**src/jkv_pkg.sv**
```systemverilog
// ----------------------------------------------------------------------------
// jkv_pkg
// Item types and character/kind constants shared by the JSON key/value
// extractor and its checker.
// ----------------------------------------------------------------------------
package jkv_pkg;

    // Fixed field widths
    localparam int KEY_LEN_BITS = 5;
    localparam int OFFSET_BITS  = 16;
    localparam int NEST_BITS    = 16;
    localparam int KIND_BITS    = 3;

    // Value kinds reported in value_kind
    localparam logic [KIND_BITS-1:0] KIND_NONE        = 3'd0;
    localparam logic [KIND_BITS-1:0] KIND_STRING      = 3'd1;
    localparam logic [KIND_BITS-1:0] KIND_LIST        = 3'd2;
    localparam logic [KIND_BITS-1:0] KIND_OBJECT      = 3'd3;
    localparam logic [KIND_BITS-1:0] KIND_NUMBER      = 3'd4;
    localparam logic [KIND_BITS-1:0] KIND_UNSUPPORTED = 3'd5;

    // Configuration register indexes
    localparam logic [1:0] REG_KEY_LOW  = 2'd0;
    localparam logic [1:0] REG_KEY_HIGH = 2'd1;
    localparam logic [1:0] REG_KEY_LEN  = 2'd2;

    // Characters of interest
    localparam logic [7:0] CH_QUOTE  = 8'h22;  // "
    localparam logic [7:0] CH_LBRACK = 8'h5B;  // [
    localparam logic [7:0] CH_RBRACK = 8'h5D;  // ]
    localparam logic [7:0] CH_LBRACE = 8'h7B;  // {
    localparam logic [7:0] CH_RBRACE = 8'h7D;  // }
    localparam logic [7:0] CH_DOT    = 8'h2E;  // .
    localparam logic [7:0] CH_MINUS  = 8'h2D;  // -
    localparam logic [7:0] CH_ZERO   = 8'h30;  // 0
    localparam logic [7:0] CH_NINE   = 8'h39;  // 9

    // Input item: one text byte
    typedef struct packed {
        logic [7:0] text_byte;
        logic       last_byte;
    } in_item_t;

    // Result item: one per text
    typedef struct packed {
        logic                   found;
        logic [KIND_BITS-1:0]   value_kind;
        logic [OFFSET_BITS-1:0] value_start;
        logic [OFFSET_BITS-1:0] value_stop;
        logic                   terminated;
    } out_item_t;

endpackage

```
**src/json_key_value_extractor.sv**
```systemverilog
// ----------------------------------------------------------------------------
// json_key_value_extractor
// Finds the first quoted occurrence of a configured key in a JSON byte
// stream and reports the kind and byte range of the value that follows.
// ----------------------------------------------------------------------------
// Usage:
//   s_valid/s_ready/s_item carry one text byte per item; last_byte marks the
//   final byte of a text. m_valid/m_ready/m_item carry at most one result per
//   text: when the value ends, or with the final byte otherwise.
//   cfg_valid/cfg_ready/cfg_index/cfg_data write the key registers (index 0
//   key bytes 1..8, 1 key bytes 9..16, 2 key length); write only while idle.
// Timing:
//   One byte per cycle sustained while m_ready keeps the output register
//   drained. An item is captured in an input register, processed from there
//   (window compare and phase update) and its result lands in the output
//   register, which drives m_valid.
// Stall:
//   A waiting result holds m_item; the input register keeps accepting as
//   long as the output register is free or being drained in the same cycle.
// Reset:
//   aresetn (synchronous) empties both registers, returns the parser to
//   key search at offset zero, clears the window, and sets the key to
//   all-zero bytes with length 1. Each final byte also restarts the parser.
// ----------------------------------------------------------------------------
module json_key_value_extractor
    import jkv_pkg::*;
#(
    parameter int MAX_KEY       = 16,
    parameter int POSITION_BITS = 16
) (
    input  logic        aclk,
    input  logic        aresetn,
    // byte stream
    input  logic        s_valid,
    output logic        s_ready,
    input  in_item_t    s_item,
    // results
    output logic        m_valid,
    input  logic        m_ready,
    output out_item_t   m_item,
    // configuration
    input  logic        cfg_valid,
    output logic        cfg_ready,
    input  logic [1:0]  cfg_index,
    input  logic [63:0] cfg_data
);

    localparam int WIN_DEPTH = MAX_KEY + 2;
    localparam int HIST      = MAX_KEY + 1;
    localparam int LW        = $clog2(MAX_KEY + 1) < 1 ? 1 : $clog2(MAX_KEY + 1);
    localparam logic [POSITION_BITS-1:0] POS_MAX = '1;
    localparam logic [NEST_BITS-1:0]     NEST_MAX = '1;

    typedef enum logic [7:0] {
        PH_SEARCH   = 8'b0000_0001,
        PH_SKIP     = 8'b0000_0010,
        PH_CLASSIFY = 8'b0000_0100,
        PH_STRING   = 8'b0000_1000,
        PH_LIST     = 8'b0001_0000,
        PH_OBJECT   = 8'b0010_0000,
        PH_NUMBER   = 8'b0100_0000,
        PH_DONE     = 8'b1000_0000
    } phase_t;

    // Configuration registers
    logic [63:0]             key_low_reg;
    logic [63:0]             key_high_reg;
    logic [KEY_LEN_BITS-1:0] key_len_reg;

    // Pipeline registers
    logic      in_valid_reg;
    in_item_t  in_item_reg;
    logic      out_valid_reg;
    out_item_t out_item_reg;

    // Parser state
    logic [7:0]               recent_reg [HIST];
    logic [7:0]               recent_next [HIST];
    phase_t                   phase_reg, phase_next;
    logic [POSITION_BITS-1:0] pos_reg, pos_next;
    logic [NEST_BITS-1:0]     nest_reg, nest_next;
    logic [KIND_BITS-1:0]     kind_reg, kind_next;
    logic [POSITION_BITS-1:0] start_reg, start_next;

    logic      proc;
    logic      emit;
    out_item_t res;

    // Handshakes
    assign proc      = in_valid_reg && (!out_valid_reg || m_ready);
    assign s_ready   = !in_valid_reg || proc;
    assign cfg_ready = 1'b1;
    assign m_valid   = out_valid_reg;
    assign m_item    = out_item_reg;

    // Configuration writes
    always_ff @(posedge aclk) begin
        if (!aresetn) begin
            key_low_reg  <= '0;
            key_high_reg <= '0;
            key_len_reg  <= KEY_LEN_BITS'(1);
        end else if (cfg_valid) begin
            case (cfg_index)
                REG_KEY_LOW:  key_low_reg  <= cfg_data;
                REG_KEY_HIGH: key_high_reg <= cfg_data;
                REG_KEY_LEN:  key_len_reg  <= cfg_data[KEY_LEN_BITS-1:0];
                default: ;
            endcase
        end
    end

    // Key match over the window, one candidate per key length
    logic [7:0]              win [WIN_DEPTH];
    logic [127:0]            key_all;
    logic [MAX_KEY:0]        match_vec;
    logic [KEY_LEN_BITS-1:0] len_eff;
    logic                    match;

    assign key_all = {key_high_reg, key_low_reg};
    assign len_eff = (key_len_reg > KEY_LEN_BITS'(MAX_KEY)) ?
                     KEY_LEN_BITS'(MAX_KEY) : key_len_reg;

    always_comb begin
        win[0] = in_item_reg.text_byte;
        for (int j = 0; j < HIST; j++) begin
            win[j+1] = recent_reg[j];
        end
        for (int l = 0; l <= MAX_KEY; l++) begin
            match_vec[l] = (win[0] == CH_QUOTE) && (win[l+1] == CH_QUOTE);
            for (int j = 1; j <= l; j++) begin
                if (win[j] != key_all[8*(l-j) +: 8]) begin
                    match_vec[l] = 1'b0;
                end
            end
        end
    end

    assign match = match_vec[len_eff[LW-1:0]];

    // Saturating offsets
    logic [POSITION_BITS:0]   sum1, sum2;
    logic [POSITION_BITS-1:0] len_now, pos_p2, st_clamp;

    assign sum1     = {1'b0, pos_reg} + (POSITION_BITS+1)'(1);
    assign sum2     = {1'b0, pos_reg} + (POSITION_BITS+1)'(2);
    assign len_now  = sum1[POSITION_BITS] ? POS_MAX : sum1[POSITION_BITS-1:0];
    assign pos_p2   = sum2[POSITION_BITS] ? POS_MAX : sum2[POSITION_BITS-1:0];
    assign st_clamp = (start_reg > len_now) ? len_now : start_reg;

    // Byte classification
    logic [7:0] b;
    logic       last;
    logic       is_num;
    logic [7:0] opener, closer;
    logic [NEST_BITS-1:0] nest_dec;

    assign b        = in_item_reg.text_byte;
    assign last     = in_item_reg.last_byte;
    assign is_num   = (b == CH_DOT) || (b >= CH_ZERO && b <= CH_NINE);
    assign opener   = (phase_reg == PH_LIST) ? CH_LBRACK : CH_LBRACE;
    assign closer   = (phase_reg == PH_LIST) ? CH_RBRACK : CH_RBRACE;
    assign nest_dec = (nest_reg != '0) ? nest_reg - NEST_BITS'(1) : '0;

    // Parser step for the byte in the input register
    always_comb begin
        recent_next = recent_reg;
        phase_next  = phase_reg;
        pos_next    = pos_reg;
        nest_next   = nest_reg;
        kind_next   = kind_reg;
        start_next  = start_reg;
        emit        = 1'b0;
        res         = '0;

        case (phase_reg)
            PH_SEARCH: begin
                for (int j = 0; j < HIST; j++) begin
                    recent_next[j] = win[j];
                end
                if (match) begin
                    phase_next = PH_SKIP;
                    start_next = pos_p2;
                end
                if (last) begin
                    emit = 1'b1;
                    if (match) begin
                        res.found       = 1'b1;
                        res.value_start = OFFSET_BITS'(len_now);
                        res.value_stop  = OFFSET_BITS'(len_now);
                    end
                end
            end
            PH_SKIP: begin
                phase_next = PH_CLASSIFY;
                if (last) begin
                    emit            = 1'b1;
                    res.found       = 1'b1;
                    res.value_start = OFFSET_BITS'(len_now);
                    res.value_stop  = OFFSET_BITS'(len_now);
                end
            end
            PH_CLASSIFY: begin
                res.found      = 1'b1;
                res.value_stop = OFFSET_BITS'(len_now);
                res.value_start = OFFSET_BITS'(st_clamp);
                if (b == CH_QUOTE) begin
                    kind_next       = KIND_STRING;
                    start_next      = len_now;
                    phase_next      = PH_STRING;
                    res.value_start = OFFSET_BITS'(len_now);
                end else if (b == CH_LBRACK) begin
                    kind_next  = KIND_LIST;
                    nest_next  = NEST_BITS'(1);
                    phase_next = PH_LIST;
                end else if (b == CH_LBRACE) begin
                    kind_next  = KIND_OBJECT;
                    nest_next  = NEST_BITS'(1);
                    phase_next = PH_OBJECT;
                end else if (b == CH_MINUS || is_num) begin
                    kind_next  = KIND_NUMBER;
                    phase_next = PH_NUMBER;
                end else begin
                    kind_next  = KIND_UNSUPPORTED;
                    start_next = pos_reg;
                    phase_next = PH_DONE;
                end
                res.value_kind = kind_next;
                if (kind_next == KIND_UNSUPPORTED) begin
                    // empty value at the offending byte, sent at once
                    emit            = 1'b1;
                    res.value_start = OFFSET_BITS'(pos_reg);
                    res.value_stop  = OFFSET_BITS'(pos_reg);
                end else begin
                    emit = last;
                end
            end
            PH_STRING: begin
                res.found       = 1'b1;
                res.value_kind  = KIND_STRING;
                res.value_start = OFFSET_BITS'(st_clamp);
                if (b == CH_QUOTE) begin
                    emit           = 1'b1;
                    res.value_stop = OFFSET_BITS'(pos_reg);
                    res.terminated = 1'b1;
                    phase_next     = PH_DONE;
                end else begin
                    emit           = last;
                    res.value_stop = OFFSET_BITS'(len_now);
                end
            end
            PH_LIST, PH_OBJECT: begin
                res.found       = 1'b1;
                res.value_kind  = kind_reg;
                res.value_start = OFFSET_BITS'(st_clamp);
                res.value_stop  = OFFSET_BITS'(len_now);
                emit            = last;
                if (b == closer) begin
                    nest_next = nest_dec;
                    if (nest_dec == '0) begin
                        // brackets balanced: value ends here
                        emit           = 1'b1;
                        res.terminated = 1'b1;
                        phase_next     = PH_DONE;
                    end
                end else if (b == opener) begin
                    if (nest_reg != NEST_MAX) begin
                        nest_next = nest_reg + NEST_BITS'(1);
                    end
                end
            end
            PH_NUMBER: begin
                res.found       = 1'b1;
                res.value_kind  = KIND_NUMBER;
                res.value_start = OFFSET_BITS'(st_clamp);
                if (is_num) begin
                    emit           = last;
                    res.value_stop = OFFSET_BITS'(len_now);
                end else begin
                    emit           = 1'b1;
                    res.value_stop = OFFSET_BITS'(pos_reg);
                    res.terminated = 1'b1;
                    phase_next     = PH_DONE;
                end
            end
            default: begin
                // value already reported: wait for the final byte
            end
        endcase

        // End of text restarts the parser
        if (last) begin
            for (int j = 0; j < HIST; j++) begin
                recent_next[j] = '0;
            end
            phase_next = PH_SEARCH;
            pos_next   = '0;
            nest_next  = '0;
            kind_next  = KIND_NONE;
            start_next = '0;
        end else begin
            pos_next = len_now;
        end
    end

    // Input register
    always_ff @(posedge aclk) begin
        if (!aresetn) begin
            in_valid_reg <= 1'b0;
        end else if (s_ready) begin
            in_valid_reg <= s_valid;
        end
    end

    always_ff @(posedge aclk) begin
        if (s_valid && s_ready) begin
            in_item_reg <= s_item;
        end
    end

    // Parser state update
    always_ff @(posedge aclk) begin
        if (!aresetn) begin
            for (int j = 0; j < HIST; j++) begin
                recent_reg[j] <= '0;
            end
            phase_reg <= PH_SEARCH;
            pos_reg   <= '0;
            nest_reg  <= '0;
            kind_reg  <= KIND_NONE;
            start_reg <= '0;
        end else if (proc) begin
            recent_reg <= recent_next;
            phase_reg  <= phase_next;
            pos_reg    <= pos_next;
            nest_reg   <= nest_next;
            kind_reg   <= kind_next;
            start_reg  <= start_next;
        end
    end

    // Output register
    always_ff @(posedge aclk) begin
        if (!aresetn) begin
            out_valid_reg <= 1'b0;
        end else if (proc) begin
            out_valid_reg <= emit;
        end else if (m_ready) begin
            out_valid_reg <= 1'b0;
        end
    end

    always_ff @(posedge aclk) begin
        if (proc && emit) begin
            out_item_reg <= res;
        end
    end

endmodule

```
**config.mk**
```make
export PLATFORM = sky130hd
export DESIGN_NAME = json_key_value_extractor
export DESIGN_NICKNAME = d
export VERILOG_FILES = /design/src/jkv_pkg.sv /design/src/json_key_value_extractor.sv
export SDC_FILE = /design/constraint.sdc
export NUM_CORES = 2
export LEC_CHECK = 0
export BUFFER_PORTS_ARGS = -buffer_cell sky130_fd_sc_hd__buf_2
export CAP_MARGIN = 0
export CORE_MARGIN = 3
export CORE_UTILIZATION = 35
export DETAILED_ROUTE_END_ITERATION = 10
export SLEW_MARGIN = 30
export SYNTH_ARGS = -nofsm -noshare
export SYNTH_HDL_FRONTEND = slang
export SYNTH_SLANG_ARGS = --single-unit
```
**constraint.sdc**
```tcl
create_clock -name aclk -period 4.5 [get_ports aclk]
set_clock_uncertainty 0.15 [all_clocks]
set_input_delay 0 -clock aclk [delete_from_list [all_inputs] [get_ports aclk]]
set_output_delay 0 -clock aclk [all_outputs]
set_load 0.02 [all_outputs]
```
== Word level (Yosys, flattened, before mapping) ==
Cells that the tools add are included.
Word-level totals
  flip-flop bits (word level): 376
  bits of input ports: 80
  output and inout port bits: 40
Cells by class
  add/subtract/negate cells: 4
  magnitude comparators: 5
  eq/ne operators: 183
  mux-type cells: 207
  reduce and logical (&&, ||, !) cells: 47
Operators by type and width (count)
  8-bit inequality test: 136
  16-bit two-way mux: 21
  136-bit two-way mux: 2
  32-bit case mux with 6 select lines: 1
  8-bit by 6-bit == test with 1-bit output (second input constant): 21
  1-bit two-way mux: 152
  32-bit two-way mux: 4
  8-bit two-way mux: 10
  16-bit case mux with 2 select lines: 2
  8-bit case mux with 6 select lines: 1
  8-bit by 7-bit == test with 1-bit output (second input constant): 3
  4-bit inequality test (second input constant): 6
  1-bit logical AND: 21
  3-bit two-way mux: 6
  3-bit inequality test (second input constant): 6
  16-bit by 1-bit adder with 17-bit output (second input constant): 1
  16-bit by 2-bit adder with 17-bit output (second input constant): 1
  16-bit by 1-bit adder with 16-bit output (second input constant): 1
  8-bit by 7-bit == test with 1-bit output: 2
  16-bit greater-than comparator: 1
  16-bit zero test: 1
  16-bit inequality test (second input constant): 1
  16-bit nonzero test: 1
  16-bit by 1-bit subtractor with 16-bit output (second input constant): 1
  other kinds (29): 44

== Longest topological paths before layout ==
  depth after elaboration: 23
  depth in mapped cells: 20
  gate-level depth less buffers: 17

== Least setup slack after synthesis ==
Ideal clock, no wire load.
  path kind: reg-to-reg
  start point: register nest_reg[0]
  end point: register out_item_reg (netlist bit m_item[0]), enable pin
  library setup time: 445 ps
  data arrival time: 3861 ps
  path slack: 43 ps
  stages on the path, launching flop included: 11
  clock period less this slack: 4457 ps
  path through: dfxtp_1 -> inv_1 -> ha_1 -> nor3b_1 -> nand3_1 -> nor2_1 -> mux2i_1 -> nand2_1 -> a221oi_1 -> nand2_1 -> a21oi_1
On the way
  longest elaborated chain between the ends: 7
Ends and longest elaborated chain
  from (decl): line json_key_value_extractor.sv:81  | logic [NEST_BITS-1:0] nest_reg, nest_next;
  from (signal assigned): line json_key_value_extractor.sv:335  | nest_reg <= nest_next;
  16-bit by 1-bit subtractor with 16-bit output or 16-bit nonzero test (tied branches): line json_key_value_extractor.sv:162  | assign nest_dec = (nest_reg != '0) ? nest_reg - NEST_BITS'(1) : '0;
  16-bit two-way mux (*): line json_key_value_extractor.sv:162
  16-bit zero test (*): line json_key_value_extractor.sv:259  | if (nest_dec == '0) begin
  1-bit two-way mux (*): line json_key_value_extractor.sv:259
  1-bit two-way mux (*): line json_key_value_extractor.sv:257  | if (b == closer) begin
  1-bit case mux with 5 select lines (*): line json_key_value_extractor.sv:175  | case (phase_reg)
  1-bit logical AND (*): line json_key_value_extractor.sv:353  | if (proc && emit) begin
  to (signal assigned): line json_key_value_extractor.sv:354  | out_item_reg <= res;
  to (decl): line json_key_value_extractor.sv:74  | out_item_t out_item_reg;
Mark *: on every way between the ends. The rest lies on a longest branch, timed or not.
A chain may end at the register's enable or synchronous reset.

== Final worst setup path ==
  start point: register key_high_reg[5]
  end point: register phase_reg[7]
On the way
  longest elaborated chain between the ends: 14
Ends and longest elaborated chain
  from (decl): line json_key_value_extractor.sv:67  | logic [63:0] key_high_reg;
  from (signal assigned): line json_key_value_extractor.sv:105  | REG_KEY_HIGH: key_high_reg <= cfg_data;
  8-bit inequality test: line json_key_value_extractor.sv:131  | if (win[j] != key_all[8*(l-j) +: 8]) begin
  1-bit two-way mux (9 in a row): line json_key_value_extractor.sv:131
  1-bit binary-select mux with 5-bit select (*): line json_key_value_extractor.sv:138  | assign match = match_vec[len_eff[LW-1:0]];
  1-bit two-way mux (not written as such) (*): line json_key_value_extractor.sv:138
  3-bit inequality test (no line) (*)
  7-bit AND reduction (no line) (*)
  to (signal assigned): line json_key_value_extractor.sv:333  | phase_reg <= phase_next;
  to (decl): line json_key_value_extractor.sv:79  | phase_t phase_reg, phase_next;
Mark *: on every way between the ends. The rest lies on a longest branch, timed or not. The select of a mux whose other input is x is not followed.

==> out/qor.yml <==
outcome: "finished with violations"
violations: "setup timing"
setup_slack_ps: -101
synth_cells: 3921
cts-buffers-inserted: 47
largest_reg_flops: 136
synth_top_family_by_area: "XOR/XNOR gates"
relSlewSlack_pct: 24.1
die_w_um: 303
syn_to_final_growth_pct: 28.2
syn_area_sq_um: 30900
multi_input_area_sq_um: 20700
p_per_area_nw_per_um2: 243
synthSimpleGateAreaFrac_pct: 21.2
die_y_um: 303
ys_seq_area_share_pct: 25.8
fin_crit_ps: 4600
drt_wl_total_mm: 230
grt-ovfl-total: 0
rsz0062_at_grt: "no"
cp_max_fo: 7
p_total_uw: 9620
synth_nets: 4021
worstPathArrival_ps: 5030
hp-class: "input pin to flop"
slew_viol_final: 0
synth_compound_area_share_pct: 16.4
grt_max_degree: 194
grt_pass1_wl_mm: 302
dp_cells: 5368
fin_cells: 5582
netlist.area_leader.share_pct: 21.4
drc_errors: 0
routed-via-count: 36500
ios: 120
synth.distinct_cells: 77
ant_nets: 0
cts_buffer_depth: 3
syn_avg_cell_area_sq_um: 7.89
synth.area.top_cells: "dfxtp_1, xnor2_1, xor2_1"
vias_per_cell: 6.54
clkTransAtPathRegs_ps: 60
clock-sinks: 376
seqCellArea_sq_um: 8010
cts-htree-levels: 2
hold_viol_final: 0
end_kind: "flop"
synth_edf_count: 46
core_sq_um: 87200
hpwlAfterDp_mm: 173
final_common_cell: "xnor2_1"
worstMarginPinSlew_ps: 1140
ys.flop_type: "dfxtp_1"
final_cell_mix: "xnor2_1, buf_4, nand2_1, dfxtp_1, xor2_1"
initial_core_util_pct: 35.5
io_buffers: 118
grt_antenna_before_repair: 20
drt_iter0_markers: 5876
fmax_ghz: 0.217
final_nets: 4474
setup_viol_count_final: 8
pre_cts_ws_ps: -157
holdWs_ps: 15.9
criticalPathCategory: "flop to flop"
ir_drop_uv: 316
first_global_vias: 33400
drv_cap: 0
setup_tns_ps: -673
synth_mux_area_share_pct: 1.01
synth_xor_area_share_pct: 27.0
leakage_uw: 0.0152
firstDrtPassIters: 9
std_cell_rows: 108
cts_tree: "done"
gp_congestion: 1.18
ys_warn_count: 0
worstPathRequired_ps: 4930
design.die.area_sq_um: 92000
ys_seq_elements: 376
startpoint_type: "flop"
wl_per_cell_um: 41.2
cts-root-buf: "clkbuf_16"
fillCellCount: 8820
drive_gt1_share_pct: 20.1
track_usage_pct: 48.7
worstSkewPairLatency_ps: 650
yosys.area.top_type: "dfxtp_1"
synth_fa_ha_area_share_pct: 0.809
synthArstFlopShare_pct: 0
timing.final.crit_share_pct: 102
kinds of logic after synthesis:
group / count (synthesis)
AOI/OAI and AO/OA: 720
xor gates and xnor gates: 954
adders and majority gates: 20
buffers and inverters: 591
DFF: 376
muxes: 31
other: 1
and+or+nand+nor: 1228
power by group:
group	switching (uW)	internal [uW]	total [uW]
Sequential	141	3450	3590
Combinational	1150	752	1910
Clock	1740	2380	4120
Total	3030	6590	9620
final timing paths:
path	start	to	slack [ps]	cells past startpoint
worst max-delay path	key_high_reg[5]$_SDFFE_PN0P_	phase_reg[7]$_SDFFE_PN0P_	-100	15
worst min-delay path	cfg_data[50]	key_high_reg[50]$_SDFFE_PN0P_	20	4
worst max register to register	key_high_reg[5]$_SDFFE_PN0P_	phase_reg[7]$_SDFFE_PN0P_	-100	15
worst min register to register	key_high_reg[48]$_SDFFE_PN0P_	key_high_reg[48]$_SDFFE_PN0P_	330	2
cell type report:
type	instances	area share, %
Inverter	119	1.14
Antenna cell	17	0.107
Timing Repair Buffer	876	18.7
Clock buffer	69	3.51
Sequential cell	376	20.2
Tap cell	1155	3.64
Clock inverter	16	0.599
Multi-Input combinational cell	2954	52.1
worst max-delay path: stages (launching register included):
cell and delay (ps):
dfxtp_1 1030, buf_4 320, xnor2_1 150, nand4_1 120, nor4_1 290, buf_4 170
nand4_1 130, o32ai_1 490, buf_4 210, o32a_1 210, nor2_1 130, a21oi_2 370
buf_4 180, o31a_1 230, buf_12 160, mux2i_1 170
synth_stat cells, types with 20 or more instances:
master      n
xnor2_1   701
nand2_1   386
dfxtp_1   330
clkbuf_1  286
xor2_1    253
nand4_1   217
a22oi_1   191
nor2b_1   188
nor4_1    134
a21boi_0  133
buf_2     126
inv_1     118
o21ai_0   100
nor2_1     81
o22ai_1    65
buf_1      58
a21oi_1    56
nand3_1    55
edfxtp_1   46
nand2b_1   45
nor3_1     30
mux2i_1    29
nor4b_1    22
a22o_1     20
ha_1       20
metal layers:
metal,part of all wire (%),track usage [%]
met4,8.7,32.5
met2,37,64.4
met3,14,22.3
met1,39,62.3
met5,0.030,0
metrics by stage:
stage | cell area (sq um) | util [%]
2_1_floorplan | 30900 | -
3_3_place_gp | 36800 | 42.2
3_5_place_dp | 36800 | 42.3
4_1_cts | 39600 | 45.4
5_1_grt | 39600 | 45.5
6_report | 39700 | 45.5
timing repair:
item | in CTS | in global routing
endpoints found under the hold margin | 198 | 0
endpoints found under the setup margin | 8 | 22
gates resized for setup | 2 | 9
setup buffers | 0 | 2
hold buffers | 109 | 0
Power figures use the tool's default switching activity.
